**src/rtl/dfhte_pkg.sv**
```systemverilog
// Package: command codes, deflate length/distance tables and fixed-code helpers.
package dfhte_pkg;

  typedef enum logic [1:0] {
    CMD_HEADER  = 2'd0,
    CMD_LITERAL = 2'd1,
    CMD_MATCH   = 2'd2,
    CMD_END     = 2'd3
  } cmd_e;

  localparam int unsigned NumLenSlots  = 29;
  localparam int unsigned NumDistSlots = 30;
  localparam int unsigned TokW         = 31;  // longest token: 8 + 5 + 5 + 13 bits
  localparam int unsigned TokLenW      = 5;

  localparam logic [8:0] MinMatchLen = 9'd3;
  localparam logic [8:0] MaxMatchLen = 9'd258;
  localparam logic [8:0] EobSym      = 9'd256;
  localparam logic [8:0] LenSymBase  = 9'd257;

  localparam logic [8:0] LEN_BASE [NumLenSlots] = '{
    9'd3, 9'd4, 9'd5, 9'd6, 9'd7, 9'd8, 9'd9, 9'd10, 9'd11, 9'd13, 9'd15, 9'd17,
    9'd19, 9'd23, 9'd27, 9'd31, 9'd35, 9'd43, 9'd51, 9'd59, 9'd67, 9'd83, 9'd99,
    9'd115, 9'd131, 9'd163, 9'd195, 9'd227, 9'd258
  };
  localparam logic [2:0] LEN_EXTRA [NumLenSlots] = '{
    3'd0, 3'd0, 3'd0, 3'd0, 3'd0, 3'd0, 3'd0, 3'd0, 3'd1, 3'd1, 3'd1, 3'd1,
    3'd2, 3'd2, 3'd2, 3'd2, 3'd3, 3'd3, 3'd3, 3'd3, 3'd4, 3'd4, 3'd4, 3'd4,
    3'd5, 3'd5, 3'd5, 3'd5, 3'd0
  };
  localparam logic [14:0] DIST_BASE [NumDistSlots] = '{
    15'd1, 15'd2, 15'd3, 15'd4, 15'd5, 15'd7, 15'd9, 15'd13, 15'd17, 15'd25,
    15'd33, 15'd49, 15'd65, 15'd97, 15'd129, 15'd193, 15'd257, 15'd385, 15'd513,
    15'd769, 15'd1025, 15'd1537, 15'd2049, 15'd3073, 15'd4097, 15'd6145,
    15'd8193, 15'd12289, 15'd16385, 15'd24577
  };
  localparam logic [3:0] DIST_EXTRA [NumDistSlots] = '{
    4'd0, 4'd0, 4'd0, 4'd0, 4'd1, 4'd1, 4'd2, 4'd2, 4'd3, 4'd3, 4'd4, 4'd4,
    4'd5, 4'd5, 4'd6, 4'd6, 4'd7, 4'd7, 4'd8, 4'd8, 4'd9, 4'd9, 4'd10, 4'd10,
    4'd11, 4'd11, 4'd12, 4'd12, 4'd13, 4'd13
  };

  typedef struct packed {
    logic [8:0] bits;  // stream order, first bit in bit 0
    logic [3:0] len;
  } code_t;

  // Fixed literal/length code, bit-reversed so it goes out MSB of the code first.
  function automatic code_t litlen_code(input logic [8:0] sym);
    logic [8:0] code;
    logic [3:0] n;
    logic [8:0] rev;
    code_t      res;
    if (sym < 9'd144) begin
      code = 9'h030 + sym;
      n    = 4'd8;
    end else if (sym < 9'd256) begin
      code = 9'h190 + (sym - 9'd144);
      n    = 4'd9;
    end else if (sym < 9'd280) begin
      code = sym - 9'd256;
      n    = 4'd7;
    end else begin
      code = 9'h0C0 + (sym - 9'd280);
      n    = 4'd8;
    end
    for (int i = 0; i < 9; i++) begin
      rev[i] = code[8 - i];
    end
    res.bits = rev >> (4'd9 - n);
    res.len  = n;
    return res;
  endfunction

  function automatic logic [4:0] rev5(input logic [4:0] v);
    logic [4:0] r;
    for (int i = 0; i < 5; i++) begin
      r[i] = v[4 - i];
    end
    return r;
  endfunction

endpackage

```
**src/rtl/deflate_fixed_huffman_token_encoder.sv**
```systemverilog
// Fixed-Huffman deflate token encoder: LZ77 tokens in, packed LSB-first bytes out.
// The first byte of an item passes the token register, the stage-2 bit-run register and
//   the output byte buffer before it shows on the output.
// Throughput: one item per cycle while the output is not stalled and each item completes
//   at most one byte; an item of k bytes (up to four) holds the output until all are taken.
// Reset clears all valid flags and the pending partial byte; payload registers are not reset.
module deflate_fixed_huffman_token_encoder #(
  parameter int unsigned MAX_DISTANCE = 32768
) (
  input  logic        clk_i,
  input  logic        rst_ni,
  // token requests
  input  logic        in_valid_i,
  output logic        in_stall_o,
  input  logic [1:0]  cmd_i,
  input  logic [7:0]  literal_byte_i,
  input  logic [8:0]  match_length_i,
  input  logic [15:0] match_distance_i,
  input  logic        final_block_i,
  // byte requests
  output logic        out_valid_o,
  input  logic        out_stall_i,
  output logic [7:0]  out_byte_o,
  output logic        last_of_run_o
);
  import dfhte_pkg::*;

  localparam logic [15:0] MaxDist = 16'(MAX_DISTANCE);

  // ---------------------------------------------------------------------------
  // Stage 1: accepted token.
  // ---------------------------------------------------------------------------
  logic        s1_valid_q;
  cmd_e        s1_cmd_q;
  logic [7:0]  s1_lit_q;
  logic [8:0]  s1_len_q;
  logic [15:0] s1_dist_q;
  logic        s1_fin_q;
  logic        s1_adv;

  // ---------------------------------------------------------------------------
  // Stage 2: token as a run of stream bits, first bit in bit 0.
  // ---------------------------------------------------------------------------
  logic               s2_valid_q;
  logic [TokW-1:0]    s2_bits_q, s2_bits_d;
  logic [TokLenW-1:0] s2_len_q, s2_len_d;
  logic               s2_pad_q, s2_pad_d;
  logic               s2_adv;

  // Partial byte carried between tokens.
  logic [6:0] pend_bits_q, pend_bits_d;
  logic [2:0] pend_cnt_q, pend_cnt_d;

  // Output byte buffer: up to four completed bytes, oldest in the low byte.
  logic [31:0] obuf_q;
  logic [2:0]  ocnt_q;
  logic        out_take;
  logic        obuf_free;

  assign out_take   = out_valid_o && !out_stall_i;
  assign obuf_free  = (ocnt_q == 3'd0) || ((ocnt_q == 3'd1) && out_take);

  assign s1_adv     = s1_valid_q && (!s2_valid_q || s2_adv);
  assign in_stall_o = s1_valid_q && !s1_adv;

  always_ff @(posedge clk_i or negedge rst_ni) begin
    if (!rst_ni) begin
      s1_valid_q <= 1'b0;
    end else if (!in_stall_o) begin
      s1_valid_q <= in_valid_i;
    end
  end

  // Hold the payload while stalled; capture on every accepted request.
  always_ff @(posedge clk_i) begin
    if (in_valid_i && !in_stall_o) begin
      s1_cmd_q  <= cmd_e'(cmd_i);
      s1_lit_q  <= literal_byte_i;
      s1_len_q  <= match_length_i;
      s1_dist_q <= match_distance_i;
      s1_fin_q  <= final_block_i;
    end
  end

  // ---------------------------------------------------------------------------
  // Token encoding: slot lookup, fixed codes and extra bits.
  // ---------------------------------------------------------------------------
  logic [8:0]  len_c;
  logic [15:0] dist_c;
  logic [4:0]  ls;
  logic [4:0]  ds;
  code_t       lit_code;
  code_t       lsym_code;
  code_t       eob_code;
  logic [4:0]  len_ext;
  logic [12:0] dist_ext;
  logic [4:0]  sh_len_ext;
  logic [4:0]  sh_dcode;
  logic [4:0]  sh_dext;

  always_comb begin
    // Clamp out-of-range match fields.
    len_c = s1_len_q;
    if (len_c < MinMatchLen) len_c = MinMatchLen;
    if (len_c > MaxMatchLen) len_c = MaxMatchLen;
    dist_c = s1_dist_q;
    if (dist_c == 16'd0) dist_c = 16'd1;
    if (dist_c > MaxDist) dist_c = MaxDist;

    // Highest slot whose base does not exceed the value; bases rise monotonically.
    ls = '0;
    for (int i = 1; i < NumLenSlots; i++) begin
      if (LEN_BASE[i] <= len_c) ls = 5'(i);
    end
    ds = '0;
    for (int i = 1; i < NumDistSlots; i++) begin
      if ({1'b0, DIST_BASE[i]} <= dist_c) ds = 5'(i);
    end

    lit_code   = litlen_code({1'b0, s1_lit_q});
    lsym_code  = litlen_code(LenSymBase + {4'd0, ls});
    eob_code   = litlen_code(EobSym);
    len_ext    = 5'(len_c - LEN_BASE[ls]);
    dist_ext   = 13'(dist_c - {1'b0, DIST_BASE[ds]});
    sh_len_ext = {1'b0, lsym_code.len};
    sh_dcode   = sh_len_ext + {2'd0, LEN_EXTRA[ls]};
    sh_dext    = sh_dcode + 5'd5;

    s2_bits_d = '0;
    s2_len_d  = '0;
    s2_pad_d  = 1'b0;
    case (s1_cmd_q)
      CMD_HEADER: begin
        // BFINAL then BTYPE=01, both sent LSB first.
        s2_bits_d = TokW'({1'b0, 1'b1, s1_fin_q});
        s2_len_d  = TokLenW'(3);
      end
      CMD_LITERAL: begin
        s2_bits_d = TokW'(lit_code.bits);
        s2_len_d  = TokLenW'(lit_code.len);
      end
      CMD_MATCH: begin
        s2_bits_d = TokW'(lsym_code.bits)
                  | (TokW'(len_ext) << sh_len_ext)
                  | (TokW'(rev5(ds)) << sh_dcode)
                  | (TokW'(dist_ext) << sh_dext);
        s2_len_d  = sh_dext + {1'b0, DIST_EXTRA[ds]};
      end
      CMD_END: begin
        // End-of-block code is seven zero bits; a final block pads to a byte.
        s2_bits_d = TokW'(eob_code.bits);
        s2_len_d  = TokLenW'(eob_code.len);
        s2_pad_d  = s1_fin_q;
      end
      default: begin
        s2_bits_d = '0;
      end
    endcase
  end

  always_ff @(posedge clk_i or negedge rst_ni) begin
    if (!rst_ni) begin
      s2_valid_q <= 1'b0;
    end else if (!s2_valid_q || s2_adv) begin
      s2_valid_q <= s1_adv;
    end
  end

  always_ff @(posedge clk_i) begin
    if (s1_adv) begin
      s2_bits_q <= s2_bits_d;
      s2_len_q  <= s2_len_d;
      s2_pad_q  <= s2_pad_d;
    end
  end

  // ---------------------------------------------------------------------------
  // Merge with the pending bits and split off the completed bytes.
  // ---------------------------------------------------------------------------
  logic [39:0] acc;
  logic [39:0] rest;
  logic [5:0]  n_raw;
  logic [5:0]  n_tot;
  logic [2:0]  nbytes;

  always_comb begin
    acc    = {33'd0, pend_bits_q} | ({9'd0, s2_bits_q} << pend_cnt_q);
    n_raw  = {3'd0, pend_cnt_q} + {1'b0, s2_len_q};
    n_tot  = s2_pad_q ? ((n_raw + 6'd7) & 6'b111000) : n_raw;
    nbytes = n_tot[5:3];
    rest   = acc >> {nbytes, 3'b000};
    pend_bits_d = rest[6:0];
    pend_cnt_d  = n_tot[2:0];
  end

  // A token that completes no byte passes without touching the output buffer.
  assign s2_adv = s2_valid_q && ((nbytes == 3'd0) || obuf_free);

  always_ff @(posedge clk_i or negedge rst_ni) begin
    if (!rst_ni) begin
      pend_bits_q <= '0;
      pend_cnt_q  <= '0;
    end else if (s2_adv) begin
      pend_bits_q <= pend_bits_d;
      pend_cnt_q  <= pend_cnt_d;
    end
  end

  // ---------------------------------------------------------------------------
  // Output byte buffer: load a run of bytes, advance one byte per taken request.
  // ---------------------------------------------------------------------------
  always_ff @(posedge clk_i or negedge rst_ni) begin
    if (!rst_ni) begin
      ocnt_q <= '0;
    end else if (s2_adv && (nbytes != 3'd0)) begin
      ocnt_q <= nbytes;
    end else if (out_take) begin
      ocnt_q <= ocnt_q - 3'd1;
    end
  end

  always_ff @(posedge clk_i) begin
    if (s2_adv && (nbytes != 3'd0)) begin
      obuf_q <= acc[31:0];
    end else if (out_take) begin
      obuf_q <= {8'd0, obuf_q[31:8]};
    end
  end

  assign out_valid_o   = (ocnt_q != 3'd0);
  assign out_byte_o    = obuf_q[7:0];
  assign last_of_run_o = (ocnt_q == 3'd1);

endmodule
```
**config.mk**
```make
export PLATFORM = sky130hd
export DESIGN_NAME = deflate_fixed_huffman_token_encoder
export DESIGN_NICKNAME = d
export VERILOG_FILES = /design/src/rtl/dfhte_pkg.sv /design/src/rtl/deflate_fixed_huffman_token_encoder.sv
export SDC_FILE = /design/constraint.sdc
export NUM_CORES = 1
export LEC_CHECK = 0
export ABC_AREA = 1
export CORE_MARGIN = 1.5
export CORE_UTILIZATION = 71
export DETAILED_ROUTE_END_ITERATION = 16
export DONT_BUFFER_PORTS = 1
export GPL_TIMING_DRIVEN = 1
export PLACE_DENSITY = 0.89
export SLEW_MARGIN = 20
export SYNTH_ARGS = -nofsm -noshare
export SYNTH_HDL_FRONTEND = slang
export SYNTH_SLANG_ARGS = --single-unit
export TNS_END_PERCENT = 100
```
**constraint.sdc**
```tcl
create_clock -name clk_i -period 10.85 [get_ports clk_i]
set_input_delay 1.6275 -clock clk_i [delete_from_list [all_inputs] [get_ports clk_i]]
set_output_delay 1.6275 -clock clk_i [all_outputs]
set_load 0.05 [all_outputs]
```
==> impl_results.md, run 1 <==
* Status: finished clean
* Mapped Area at about 11000 µm²
* Final setup fails at 0
* Vias in the first global route at 10700
* Post-synth top flop: edfxtp_1
* DR pass1 iterations at 6
* Final HPWL DP at between 20000 and 25000 µm
* Synth Register Bits at between 100 and 150
* DR vias/cell at between 6 and 7
* Max incr delay on CP at 0.51 ns
* Area Overhead vs Synth at 5.46%
* Largest net degree at the start of global routing at 44
* CP Capture Type: register
* RSZ-0062 raised after global routing: false
* Most frequent cells in the layout: 542 x nand2_1, 178 x inv_1, 153 x nand3_1
* Critical path arrival at 9.04 ns
* Die height at 130 µm
* Via count at 11800
* Worst hold path class: register to register
* Final core occ at roughly three quarters
* Clock-pin transition on the worst setup and hold timing paths at 0.07 ns
* Final hold violations at 0
* Root buffer cell: clkbuf_16
* Sum of negative setup slack at 0 ns
* Critical path type: register to register
* First-pass GRT wire length at between 50000 and 60000 µm
* CP Launch Type: register
* CTS tree: yes
* Nets at roughly 1800
* H-tree depth at 4
* Tot GR Track Use at between 30% and 40%
* PostCTS Resize Cnt at 0
* Count of cell types in the netlist at 64
* Cell mode on critical path: nand2_1
* Die Width at 130 µm
* Worst-margin pin slew at 1.04 ns
* Worst-path maximum fanout at 21
* Initial core utilization at 72.2%
* Final ANT Viol Nets at 0
* Max_cap viols at 0
* CP max-delay cell: ha_1
* WL/cell at between 15 and 20 µm
* Asr flop ratio synth at 12.5%
* Num CTS Buffers at 17
* Number of synthesized flops with an enable pin at about 110
* Hold slack at ~0.48 ns
* Clock tree buffer depth at 2
* Io pins at 51
* Worst endpoint required time at between 10 and 15 ns
* Site Rows at 46
* Antenna diodes at 0
* Initial antenna violation count at 0
* Post-synth net total at between 1500 and 2000
* Post-synthesis area per instance at 6.69 µm²
* YS warnings at 0
* Layout cells sized above 1 at around 7.2%
* Die ar. at around 17000 µm²
* Post-Syn Instances at 1709
* Hold buffer count at cts at 0
* Design Area, Final at roughly 12000 µm²
* Grt total ovfl at 0
* Fmax achieved at 0.113 GHz
* Cell area after placement at ~12000 µm²
* I/O Buffers at 0
* Core ar. at roughly 16000 µm²
* Gpl congestion at approximately 1.0
* Max Slew Vio Count at 0
* DR DRC count at 0
* Clk sinks at 120
* Commonest non-fill, non-tap cell in the layout: nand2_1
* Fin Clk Skew at roughly 0.012 ns
* Clk_lat worst skew at 0.43 ns
* WL final at between 30000 and 40000 µm
* Minimum clock period at roughly 9 ns
* Setup Buffers After CTS at 0
* Final period utilization at roughly four fifths
* Initial DRC Count at ~1100
* Seq/Total Area, Yosys at between 30 and 40%
* Slew HR at a little under a third
-- cells by family after synthesis --
logic type / after synthesis / share of synthesized area (%)
AND/OR/NAND/NOR: 939 / 35.8
multiplexers: 3 / 0.263
flip-flops: 120 / 30.9
AO/OA/AOI/OAI: 312 / 16.7
buffers and inverters: 270 / 9.35
XOR/XNOR: 13 / 0.996
adder cells (fa/ha/maj): 52 / 6.02
-- critical path: cells and delay by family (launching register included) --
family / cells / cell delay (ns)
flops: 1 / 0.44
buf+inv: 11 / 1.99
simple gates: 35 / 3.44
fa+ha+maj: 4 / 1.54
compound gates: 6 / 0.77
xor+xnor: 2 / 0.39
-- flip-flops by register name, indices dropped and copies added, names as in the netlist, 2 cells and up --
| name | flops |
|---|---|
| obuf_q | 32 |
| s2_bits_q | 31 |
| s1_dist_q | 16 |
| s1_len_q | 9 |
| s1_lit_q | 8 |
| pend_bits_q | 7 |
| s2_len_q | 5 |
| ocnt_q | 3 |
| pend_cnt_q | 3 |
| s1_cmd_q | 2 |
-- through the flow --
step,setup WS (ns),instances
after floorplan,3.84,1709
after global placement,2.45,1871
after detailed placement,2.23,1871
after CTS,2.15,1903
after global routing,1.03,1903
final,1.98,1903
-- path summary, 6_finish.rpt --
path	startpoint	end	slack, ns	depth (start not counted)
setup / recovery	s1_len_q[2]	s2_len_q[4]	1.98	58
hold / removal	s1_valid_q	s2_valid_q	0.48	2
setup reg to reg	s1_len_q[2]	s2_len_q[4]	1.98	58
hold reg to reg	s1_valid_q	s2_valid_q	0.48	2
max in group asynchronous	rst_ni	pend_cnt_q[0]	9.87	0
min in group asynchronous	rst_ni	pend_bits_q[0]	0.89	0
-- per-layer routing --
metal	track usage, %	routed length [µm]	vias to the layer above
li1	-	-	5697
met1	45.9	12300	5246
met2	65.5	15000	670
met3	7.26	2330	141
met4	21.8	1800	0
met5	0	0	-
-- synth_stat cells (4+ instances only) --
cell / instances / area, µm²
nand2_1: 542 / 2030
inv_1: 179 / 672
nand3_1: 153 / 766
o21ai_0: 130 / 651
nor2_1: 126 / 473
edfxtp_1: 105 / 3150
a21oi_1: 50 / 250
clkbuf_1: 48 / 180
ha_1: 47 / 588
nand4_1: 35 / 219
nor3_1: 27 / 135
a31oi_1: 26 / 163
dfrtp_1: 15 / 375
o21ai_1: 13 / 65.1
xor2_1: 12 / 105
inv_2: 11 / 41.3
nand2_2: 10 / 62.6
o211ai_1: 10 / 75.1
buf_4: 9 / 67.6
clkinv_1: 9 / 33.8
or2_2: 9 / 56.3
a22oi_1: 8 / 60.1
buf_2: 7 / 35.0
nor4_1: 7 / 43.8
o21ai_2: 7 / 61.3
a211oi_1: 6 / 45.0
a221oi_1: 6 / 52.6
a32oi_1: 6 / 52.6
nor2_2: 6 / 37.5
nor2_4: 6 / 67.6
o31ai_1: 6 / 45.0
a21oi_2: 5 / 43.8
fa_1: 5 / 100
nand2_4: 5 / 56.3
o21a_1: 5 / 37.5
a21boi_0: 4 / 30.0
a21o_1: 4 / 30.0
buf_1: 4 / 15.0
nand3_2: 4 / 40.0
-- area by class of cell --
cell class	count	area (µm²)
Multi-Input combinational cell	1319	6830
Fill cell	1217	3770
Sequential cell	120	3530
Inverter	201	759
Clock buffer	18	429
Tap cell	216	270
Clock inverter	14	120
Timing Repair Buffer	15	113
Power of run 1 is left out: the tool's default activity adds up to more than one toggle a clock period on the data nets, which glitch-free logic cannot reach.
==> run 2, diff against run 1 <==
--- a/config.mk
+++ b/config.mk
@@ -5,13 +5,13 @@
 export SDC_FILE = /design/constraint.sdc
 export NUM_CORES = 1
 export LEC_CHECK = 0
-export ABC_AREA = 1
+export ABC_AREA = 0
 export CORE_MARGIN = 1.5
-export CORE_UTILIZATION = 71
+export CORE_UTILIZATION = 60
 export DETAILED_ROUTE_END_ITERATION = 16
 export DONT_BUFFER_PORTS = 1
 export GPL_TIMING_DRIVEN = 1
-export PLACE_DENSITY = 0.89
+export PLACE_DENSITY = 0.81
 export SLEW_MARGIN = 20
 export SYNTH_ARGS = -nofsm -noshare
 export SYNTH_HDL_FRONTEND = slang
==> constraint.sdc (replaced) <==
create_clock -name clk_i -period 7.7 [get_ports clk_i]
set_input_delay 1.155 -clock clk_i [delete_from_list [all_inputs] [get_ports clk_i]]
set_output_delay 1.155 -clock clk_i [all_outputs]
set_load 0.05 [all_outputs]
==> impl_results.md, run 2 <==
* Nets at 1444 (-18%)
* CP Capture Type: register
* Largest registers: obuf_q: 32 flops, s2_bits_q: 31 flops, s1_dist_q: 16 flops
* Max_cap viols at 0 (unchanged)
* Number of synthesized flops with an enable pin at 105 (unchanged)
* Core ar. at 19400 µm² (+23%)
* Die ar. at 20500 µm² (+22%)
* DR vias/cell at 7.00 (+13%)
* Cell area after placement at 12100 µm² (+4.8%)
* DR pass1 iterations at 8 (+2)
* Worst path buffer plus inverter count at 2 (-9)
* Max reg flops at 32 (unchanged)
* Worst-path maximum fanout at 10 (-52%)
* Max Slew Vio Count at 0 (unchanged)
* Clk sinks at 120 (unchanged)
* WL final at 35500 µm (+13%)
* Initial core utilization at 60.8% (-11 points)
* Final setup fails at 0 (unchanged)
* Largest net degree at the start of global routing at 64 (+45%)
* Clk_lat worst skew at 0.43 ns (about the same)
* Synth Area in XOR/XNOR at 2.08% (+1.1 points)
* Fmax achieved at 0.137 GHz (+22%)
* Worst hold path class: input port to async pin
* Initial antenna violation count at 0 (unchanged)
* Count of cell types in the netlist at 99 (+55%)
* Commonest non-fill, non-tap cell in the layout: nand2_1
* Family with the most delay on the worst path: compound AO/OA/AOI/OAI gates
* Share of the synthesized area in the top cell type at 26.7% (-0.86 points)
* CP max-delay cell: edfxtp_1
* Largest family of logic cells by synthesized area: compound AO/OA/AOI/OAI gates
* Mux cell area share after synthesis at 8.49% (+8.2 points)
* Post-synth top flop: edfxtp_1
* Slew HR at 34.6% (+4.0 points)
* Hold buffer count at cts at 0 (unchanged)
* Leading cell types by total area after synthesis: edfxtp_1 27%, ha_1 5.0%, nand2_1 4.8%
* Mapped Area at 11800 µm² (+3.2%)
* CTS tree: yes
* I/O Buffers at 0 (unchanged)
* Root buffer cell: clkbuf_16
* Most frequent cells in the layout: 152 x nand2_1, 120 x nor2_1, 105 x edfxtp_1
* Area Overhead vs Synth at 7.19%
* H-tree depth at 4 (unchanged)
* Crit path cell chain: nor4b_4, nor3_4, a22o_2, a22oi_2, nand2_1, o221a_2, o211a_1, nor2_1, buf_4, inv_1, ha_1, or3_1, ha_1, a211o_1, a211o_1, or4b_1, o31ai_1, a31oi_1, xor2_1, mux2i_1, nand2_1, a32o_1, a221o_1
* Post-synth net total at 1475 (-18%)
* Status: finished clean
* Num CTS Buffers at 17 (unchanged)
* Post-Synth Simple-Gate Area at 21.5% (-14 points)
* Grt total ovfl at 0 (unchanged)
* Clock-pin transition on the worst setup and hold timing paths at 0.06 ns (about the same)
* Critical path type: register to register
* Clock tree buffer depth at 2 (unchanged)
* Io pins at 51 (unchanged)
* Top reg by flops: obuf_q
* Die Width at 143 µm (+10%)
* WL/cell at 21.8 µm (+32%)
* Post-Syn Instances at 1383 (-19%)
* Gpl congestion at 1.05 (+0.98%)
* YS warnings at 0 (unchanged)
* Most frequent cell after synthesis: nand2_1
* Final ANT Viol Nets at 0 (unchanged)
* Synth Area in Compound Gates at 27.2% (+10 points)
* First-pass GRT wire length at 55900 µm (+9.4%)
* Worst-margin pin slew at 0.972 ns (-0.0649 ns)
* Sum of negative setup slack at 0 ns (unchanged)
* Number of fill cells at 1604 (+32%)
* Layout cells sized above 1 at 10.8% (+3.5 points)
* Largest area contributor in the netlist: edfxtp_1
* Minimum clock period at 7.28 ns (-1.59 ns)
* Die height at 143 µm (+10%)
* Synth Register Bits at 120 (unchanged)
* Asr flop ratio synth at 12.5% (unchanged)
* Worst endpoint required time at 7.88 ns (-3.14 ns)
* Final HPWL DP at 26700 µm (+12%)
* Via count at 11400 (-3.0%)
* Design Area, Final at 12600 µm² (+4.9%)
* Vias in the first global route at 10500 (-1.4%)
* Seq/Total Area, Yosys at 29.9% (-0.96 points)
* DR DRC count at 0 (unchanged)
* Antenna diodes at 0 (unchanged)
* Site Rows at 51 (+11%)
* Critical path arrival at 7.46 ns (-1.58 ns)
* Commonest cells post-synth: 152 x nand2_1, 120 x nor2_1, 105 x edfxtp_1
* Post-synthesis adder-cell area fraction at 5.83% (-0.19 points)
* Final period utilization at 94.6% (+13 points)
* RSZ-0062 raised after global routing: false
* Initial DRC Count at 1358 (+26%)
* Tot GR Track Use at 35.1% (-3.4 points)
* Fin Clk Skew at 0.0152 ns (+0.00297 ns)
* CP Launch Type: register
* Final hold violations at 0 (unchanged)
* Post-synthesis area per instance at 8.53 µm² (+28%)
* Max incr delay on CP at 0.57 ns (+0.06 ns)
-- run 2: final cells by class --
class,instances,area (µm²),share of cell area [%]
tap,265,332,2.62
clock inverter,15,130,1.03
inverter,44,169,1.34
multi-input combinational,1122,7710,61.0
sequential,120,3530,27.9
timing repair buffer,47,353,2.79
clock buffer,17,425,3.36
-- run 2: kinds of logic after synthesis --
family / after synthesis
AND/OR/NAND/NOR: 504
AO/OA/AOI/OAI: 464
buffers and inverters: 141
flip-flops: 120
multiplexers: 74
adder cells (fa/ha/maj): 52
XOR/XNOR: 28
-- run 2: layer usage --
metal | vias up | wire, µm | GRT usage (%)
met3 | 132 | 3190 | 7.55
met1 | 5287 | 13700 | 42.7
met5 | - | 0 | 0
met2 | 763 | 17100 | 60.0
met4 | 0 | 1490 | 14.9
li1 | 5224 | - | -
-- run 2: worst register-to-register path: stages (launching register included) --
cell	delay (ns)
edfxtp_1	0.57
nor4b_4	0.58
nor3_4	0.11
a22o_2	0.33
a22oi_2	0.30
nand2_1	0.25
o221a_2	0.36
o211a_1	0.30
nor2_1	0.20
buf_4	0.17
inv_1	0.04
ha_1	0.23
or3_1	0.39
ha_1	0.35
a211o_1	0.32
a211o_1	0.32
or4b_1	0.52
o31ai_1	0.22
a31oi_1	0.13
xor2_1	0.22
mux2i_1	0.38
nand2_1	0.10
a32o_1	0.31
a221o_1	0.36
-- run 2: timing repair --
action | 4_1_cts | 5_1_grt
setup buffers | 0 | 3
resized for setup | 0 | 3
endpoints found under the setup margin | 0 | 14
-- run 2: worst paths after layout --
path / start / to / slack (ns) / depth (start not counted)
max in group asynchronous: rst_ni / pend_bits_q[2] / 7.20 / 0
min: rst_ni / pend_bits_q[4] / 0.41 / 0
max reg2reg: s1_dist_q[13] / s2_bits_q[19] / 0.42 / 23
min in group clk_i: s1_valid_q / s2_valid_q / 0.49 / 1
max: s1_dist_q[13] / s2_bits_q[19] / 0.42 / 23
min reg2reg: s1_valid_q / s2_valid_q / 0.49 / 1
-- run 2: through the flow --
stage          utilization (%)  cells  hold slack [ns]  worst slack (ns)
2_1_floorplan                -   1383            0.449             0.981
3_3_place_gp              62.1   1595            0.460             0.447
3_5_place_dp              62.1   1595            0.472             0.562
4_1_cts                   65.0   1627            0.399             0.526
5_1_grt                   65.2   1630            0.398             0.113
6_report                  65.2   1630            0.415             0.416
Power of run 2 is left out for the same reason.
